$ cat config.mk
export PLATFORM = sky130hd
export DESIGN_NAME = sorted_priority_queue
export DESIGN_NICKNAME = d
export VERILOG_FILES = /design/src/rtl/spq_pkg.sv /design/src/rtl/spq_ctrl.sv /design/src/rtl/spq_datapath.sv /design/src/rtl/sorted_priority_queue.sv
export SDC_FILE = /design/constraint.sdc
export NUM_CORES = 2
export LEC_CHECK = 0
export ABC_AREA = 1
export CORE_MARGIN = 4
export CORE_UTILIZATION = 40
export CTS_CLUSTER_DIAMETER = 200
export DETAILED_ROUTE_END_ITERATION = 16
export DONT_BUFFER_PORTS = 1
export PLACE_DENSITY = 0.55
export SLEW_MARGIN = 25
export SYNTH_ARGS = -nofsm -noshare
export SYNTH_HDL_FRONTEND = slang
export SYNTH_SLANG_ARGS = --single-unit
$ cat constraint.sdc
create_clock -name clk -period 4.3 [get_ports clk]
set_clock_uncertainty 0.2 [all_clocks]
set_input_delay 0.43 -clock clk [delete_from_list [all_inputs] [get_ports clk]]
set_output_delay 0.43 -clock clk [all_outputs]
set_load 0.02 [all_outputs]
$ cat src/rtl/spq_pkg.sv
`default_nettype none

package spq_pkg;

  // Queue depth and field widths.
  localparam int CAPACITY = 16;
  localparam int KEY_W    = 32;
  localparam int CNT_W    = $clog2(CAPACITY + 1);
  localparam int STAT_W   = 2;

  // Operation codes carried in the input tuser.
  typedef enum logic [0:0] {
    ACT_INSERT = 1'b0,
    ACT_REMOVE = 1'b1
  } action_t;

  // Result codes carried in the output tuser.
  typedef enum logic [STAT_W-1:0] {
    STAT_INSERTED = 2'd0,
    STAT_REMOVED  = 2'd1,
    STAT_EMPTY    = 2'd2,
    STAT_FULL     = 2'd3
  } status_t;

  // Controller states.
  typedef enum logic [0:0] {
    ST_IDLE = 1'b0,
    ST_EXEC = 1'b1
  } state_t;

  // Commands from the controller to the datapath.
  typedef struct packed {
    logic load_in;
    logic exec;
  } cmd_t;

endpackage

`default_nettype wire

$ cat src/rtl/spq_ctrl.sv
`default_nettype none

module spq_ctrl (
  input  wire            clk,
  input  wire            rst_n,
  input  wire            in_tvalid,
  output logic           in_tready,
  output logic           out_tvalid,
  input  wire            out_tready,
  output spq_pkg::cmd_t  cmd
);

  spq_pkg::state_t state_r, state_nxt;
  logic            out_valid_r, out_valid_nxt;
  logic            out_free;

  // The output register can take a new beat when empty or being drained.
  assign out_free = !out_valid_r || out_tready;

  // Next state.
  always_comb begin
    state_nxt = state_r;
    unique case (state_r)
      spq_pkg::ST_IDLE: if (in_tvalid) state_nxt = spq_pkg::ST_EXEC;
      spq_pkg::ST_EXEC: if (out_free) state_nxt = spq_pkg::ST_IDLE;
      default:          state_nxt = spq_pkg::ST_IDLE;
    endcase
  end

  // Outputs and commands.
  always_comb begin
    in_tready   = 1'b0;
    cmd.load_in = 1'b0;
    cmd.exec    = 1'b0;
    unique case (state_r)
      spq_pkg::ST_IDLE: begin
        in_tready   = 1'b1;
        cmd.load_in = in_tvalid;
      end
      spq_pkg::ST_EXEC: begin
        cmd.exec = out_free;
      end
      default: begin
        in_tready = 1'b0;
      end
    endcase
  end

  // Output valid flag: set by an executed item, cleared when the beat is taken.
  always_comb begin
    out_valid_nxt = out_valid_r;
    if (cmd.exec) begin
      out_valid_nxt = 1'b1;
    end else if (out_tready) begin
      out_valid_nxt = 1'b0;
    end
  end

  always_ff @(posedge clk) begin
    if (!rst_n) begin
      state_r     <= spq_pkg::ST_IDLE;
      out_valid_r <= 1'b0;
    end else begin
      state_r     <= state_nxt;
      out_valid_r <= out_valid_nxt;
    end
  end

  assign out_tvalid = out_valid_r;

endmodule

`default_nettype wire

$ cat src/rtl/spq_datapath.sv
`default_nettype none

module spq_datapath (
  input  wire                              clk,
  input  wire                              rst_n,
  input  spq_pkg::cmd_t                    cmd,
  input  wire                              in_action,
  input  wire  signed [spq_pkg::KEY_W-1:0] in_value,
  output logic signed [spq_pkg::KEY_W-1:0] removed_value,
  output logic [spq_pkg::STAT_W-1:0]       status,
  output logic [spq_pkg::CNT_W-1:0]        entry_count
);

  // Sorted cell row and occupancy.
  logic signed [spq_pkg::KEY_W-1:0] entries_r   [spq_pkg::CAPACITY];
  logic signed [spq_pkg::KEY_W-1:0] entries_nxt [spq_pkg::CAPACITY];
  logic [spq_pkg::CNT_W-1:0]        count_r, count_nxt;

  // Captured input beat.
  logic                             action_r;
  logic signed [spq_pkg::KEY_W-1:0] key_r;

  // Result register.
  logic signed [spq_pkg::KEY_W-1:0] removed_r, removed_nxt;
  logic [spq_pkg::STAT_W-1:0]       status_r, status_nxt;
  logic [spq_pkg::CNT_W-1:0]        rcount_r;

  logic [spq_pkg::CAPACITY-1:0]     le;
  logic [spq_pkg::CAPACITY-1:0]     prev_le;
  logic                             is_full;
  logic                             is_empty;

  assign is_full  = (count_r == spq_pkg::CNT_W'(spq_pkg::CAPACITY));
  assign is_empty = (count_r == '0);

  // Each occupied cell compares its key with the new one; the result is a prefix mask.
  always_comb begin
    for (int i = 0; i < spq_pkg::CAPACITY; i++) begin
      le[i] = (count_r > spq_pkg::CNT_W'(i)) && (entries_r[i] <= key_r);
    end
    prev_le = {le[spq_pkg::CAPACITY-2:0], 1'b1};
  end

  // Cell update: keep, take the new key, or shift from a neighbor.
  always_comb begin
    for (int i = 0; i < spq_pkg::CAPACITY; i++) begin
      entries_nxt[i] = entries_r[i];
    end
    count_nxt   = count_r;
    removed_nxt = '0;
    status_nxt  = spq_pkg::STAT_INSERTED;
    if (action_r == spq_pkg::ACT_INSERT) begin
      if (is_full) begin
        status_nxt = spq_pkg::STAT_FULL;
      end else begin
        status_nxt = spq_pkg::STAT_INSERTED;
        count_nxt  = count_r + 1'b1;
        // The front cell has no lower neighbor to shift from.
        if (!le[0]) begin
          entries_nxt[0] = key_r;
        end
        for (int i = 1; i < spq_pkg::CAPACITY; i++) begin
          if (le[i]) begin
            entries_nxt[i] = entries_r[i];
          end else if (prev_le[i]) begin
            entries_nxt[i] = key_r;
          end else begin
            entries_nxt[i] = entries_r[i-1];
          end
        end
      end
    end else begin
      if (is_empty) begin
        status_nxt = spq_pkg::STAT_EMPTY;
      end else begin
        status_nxt  = spq_pkg::STAT_REMOVED;
        removed_nxt = entries_r[0];
        count_nxt   = count_r - 1'b1;
        for (int i = 0; i < spq_pkg::CAPACITY - 1; i++) begin
          entries_nxt[i] = entries_r[i+1];
        end
      end
    end
  end

  // Occupancy is control state and is cleared by reset.
  always_ff @(posedge clk) begin
    if (!rst_n) begin
      count_r <= '0;
    end else if (cmd.exec) begin
      count_r <= count_nxt;
    end
  end

  // Payload registers.
  always_ff @(posedge clk) begin
    if (cmd.load_in) begin
      action_r <= in_action;
      key_r    <= in_value;
    end
    if (cmd.exec) begin
      for (int i = 0; i < spq_pkg::CAPACITY; i++) begin
        entries_r[i] <= entries_nxt[i];
      end
      removed_r <= removed_nxt;
      status_r  <= status_nxt;
      rcount_r  <= count_nxt;
    end
  end

  assign removed_value = removed_r;
  assign status        = status_r;
  assign entry_count   = rcount_r;

endmodule

`default_nettype wire

$ cat src/rtl/sorted_priority_queue.sv
// Channel  Direction  tdata                            tuser
// in_      slave      [31:0] value                     [0] action
// out_     master     [31:0] removed_value,            [1:0] status
//                     [36:32] entry_count, rest zero
//
// Each item is captured from the beat in the idle state; in the execute step the
// sorted cell row compares all stored keys against it and shifts in parallel.
// A new beat is taken while the previous result waits in the output register.
// Reset (rst_n low, synchronous) empties the queue; stored keys are not cleared.
// A stalled output holds the item in the execute step until the previous result is taken.
`default_nettype none

module sorted_priority_queue (
  input  wire         clk,
  input  wire         rst_n,
  input  wire         in_tvalid,
  output logic        in_tready,
  input  wire  [31:0] in_tdata,   // [31:0] value
  input  wire  [0:0]  in_tuser,   // [0] action
  output logic        out_tvalid,
  input  wire         out_tready,
  output logic [39:0] out_tdata,  // [31:0] removed_value, [36:32] entry_count
  output logic [1:0]  out_tuser   // [1:0] status
);

  spq_pkg::cmd_t                    cmd;
  logic signed [spq_pkg::KEY_W-1:0] removed_value;
  logic [spq_pkg::STAT_W-1:0]       status;
  logic [spq_pkg::CNT_W-1:0]        entry_count;

  // Handshake controller.
  spq_ctrl u_ctrl (
    .clk        (clk),
    .rst_n      (rst_n),
    .in_tvalid  (in_tvalid),
    .in_tready  (in_tready),
    .out_tvalid (out_tvalid),
    .out_tready (out_tready),
    .cmd        (cmd)
  );

  // Sorted cell row and result register.
  spq_datapath u_dp (
    .clk           (clk),
    .rst_n         (rst_n),
    .cmd           (cmd),
    .in_action     (in_tuser[0]),
    .in_value      ($signed(in_tdata)),
    .removed_value (removed_value),
    .status        (status),
    .entry_count   (entry_count)
  );

  assign out_tdata = {3'b000, entry_count, removed_value};
  assign out_tuser = status;

endmodule

`default_nettype wire
==> results.toml <==
[global_routing]
grt_max_degree = 206
grt_pass1_wl_um = 223000
antenna_found_initial = 5
grt_pass1_vias = 37600
grt_overflow = 0
grt_usage_pct = 24.7

[run]
max-cap-violations = 0

[hold_path]
min_path_type = "in2reg"

[detailed_routing]
dr_total_vias = 38900
drt-initial-drc-count = 3319
avgViaCountPerCell = 5.47
drc = 0
finalWirelength_um = 146000
post_drt_wl_per_cell_um = 20.5
drt_first_pass_iters = 6
ant_nets = 0

[sta]
setup_tns_ns = 0
fin_crit_ns = 3.96
drv_slew = 0
rsz0062_at_grt = "false"
timing.final.crit_share_pct = 92.0
report.final.setup_viol = 0
final-hold-violation-count = 0
relSlewSlack_pct = 20.1
fmaxAchievable_mhz = 253
tightest_slew_ns = 1.20

[synthesis]
synth_top_area_share_pct = 40.1
synth_common_cells = "nand2_1, nand3_1, inv_1"
avgSynthCellArea_um2 = 7.71
synth_top_area_cell = "edfxtp_1"
async_flop_share_pct = 0
synthTopCellsByArea = "edfxtp_1, nand2_1, ha_1, nand3_1, inv_1"
ys_warn_count = 0
synth_cell_type_count = 43
synthesis.area_mm2 = 0.0437
ys_seq_area_share_pct = 40.4
synth_seq_cells = 591
synth_edf_count = 584
synth_ff_type = "edfxtp_1"
yosysMostFrequentCell = "nand2_1"
syn_inst = 5672

[setup_path]
cp-end-kind = "register"
worstPathMaxFanout = 24
worstPathRequired_ns = 4.39
worstSetupStartpointType = "register"
arrival_ns = 4.05
timing_worst_setup_path_type = "reg2reg"

[placement]
dp_hpwl_um = 102000
placed_cells = 6936
routabilityCongestion = 0.847
numPortBuffers = 0

[final_layout]
syn_to_final_growth_pct = 10.7
drive_above_1_share_pct = 5.03
final_cells = 7104
nets = 6189
antennaDiodeCount = 0

[clocking]
cts_tree = "done"
clkLatencyLatePin_ns = 0.65
postCtsSetupBuffers = 0
clk_path_buf_depth = 3
h-tree-depth = 3
numCtsBuffers = 74
cts_root_buf = "clkbuf_16"
cts_sinks = 591
clk_pin_slew_ns = 0.06

[die]
dieArea_mm2 = 0.115
core_mm2 = 0.109
rows = 121
fp.dieH_um = 339
initial_core_util_pct = 40.2
die_w_um = 339
ioPinCount = 81

[pwr]
irDropWorstVdd_v = 0.000285
powerDensity_mw_per_mm2 = 366
p_leak_nw = 23.7

[outcome]
outcome = "finished, final reports clean"
[final timing paths]
| path | start | to | slack (ns) | cells past startpoint |
|---|---|---|---|---|
| setup / recovery | u_dp.key_r[20] | u_dp.entries_r[1][227] | 0.34 | 12 |
| hold / removal | in_tdata[23] | u_dp.key_r[23] | 0.21 | 1 |
| setup reg to reg | u_dp.key_r[20] | u_dp.entries_r[1][227] | 0.34 | 12 |
| hold reg to reg | u_dp.entries_r[0][192] | u_dp.entries_r[0][160] | 0.37 | 2 |
[where the power goes]
group | internal, W | total [W] | switching (W)
combinational | 0.00130 | 0.00416 | 0.00286
clock | 0.00365 | 0.00625 | 0.00260
sequential | 0.00693 | 0.00734 | 0.000408
total | 0.0119 | 0.0177 | 0.00587
[metrics by stage]
stage | hold slack (ns) | instance area (µm²) | setup WS, ns | power, W | utilization, %
after floorplan | 0.310 | 43800 | 0.0878 | 0.0102 | -
after global placement | 0.329 | 45700 | 0.0681 | 0.0115 | 42.1
after detailed placement | 0.329 | 45700 | 0.495 | 0.0115 | 42.1
after CTS | 0.176 | 48400 | 0.477 | 0.0178 | 44.5
after global routing | 0.189 | 48400 | 0.205 | 0.0186 | 44.5
final | 0.211 | 48400 | 0.344 | 0.0177 | 44.5
[cells in the final DEF (no fill, tap or decap), types with 4 or more instances in the layout]
master / synthesis / final
o21a_1: 29 / 29
nand3_2: 11 / 11
clkbuf_16: 0 / 76
dlygate4sd3_1: 0 / 36
dfxtp_1: 7 / 7
o21ai_2: 1 / 4
clkinv_2: 0 / 13
inv_1: 638 / 627
nor4_2: 6 / 6
a21o_1: 18 / 18
nor2_1: 189 / 187
ha_1: 517 / 517
nand2_2: 9 / 9
clkinv_1: 0 / 16
nor2_2: 5 / 6
inv_2: 7 / 9
buf_12: 0 / 36
nand2_1: 1995 / 1995
a21oi_1: 226 / 226
edfxtp_1: 584 / 584
o21ai_1: 16 / 13
clkbuf_1: 148 / 22
bufinv_16: 0 / 6
buf_4: 17 / 95
nand4_1: 42 / 42
nand3_1: 981 / 981
o21ai_0: 50 / 50
o22ai_1: 32 / 32
[layout make-up]
type / instances / area [µm²]
well taps: 1414 / 1770
repair buffers: 167 / 1790
multi-input cells: 4156 / 22400
clock inverters: 30 / 307
clock buffers: 101 / 2030
flip-flops and latches: 591 / 17700
fillers: 11100 / 60300
inverters: 645 / 2430
[flip-flops by register name, indices dropped and copies added (netlist names)]
signal              count
u_dp.entries_r        512
u_dp.key_r             32
u_dp.removed_value     32
u_dp.count_r            5
u_dp.entry_count        5
u_dp.status             2
u_ctrl.out_tvalid       1
u_ctrl.state_r          1
u_dp.action_r           1
[cell families after synthesis]
logic type	share of synthesized area (%)
AOI/OAI and AO/OA	4.91
xor gates and xnor gates	0.0601
adders and majority gates	14.8
buffers and inverters	8.48
DFF	40.4
other	0.00857
and+or+nand+nor	31.4
[worst max-delay path, cell delays in order (launching register included)]
cell      delay (ns)
edfxtp_1        0.36
clkinv_2        0.53
buf_4           0.41
ha_1            0.41
nand2_1         0.10
nor4_1          0.61
nand2_1         0.19
nand2_1         0.09
nand2_1         0.05
nand2_1         0.08
a21oi_1         0.07
nor2_2          0.11
buf_4           0.37
[timing repair]
item | in CTS | in global routing
gates resized for setup | 0 | 0
hold endpoints to repair | 40 | 0
hold buffers | 36 | 0
[layer usage]
metal	up-vias	share of wire [%]	GRT usage (%)
met1	18600	42	32.1
met3	290	6.4	3.86
li1	18800	-	-
met5	-	0.027	0
met2	1211	48	42.6
met4	4	3.0	7.40
No activity file was read; power rests on OpenSTA's default activity.
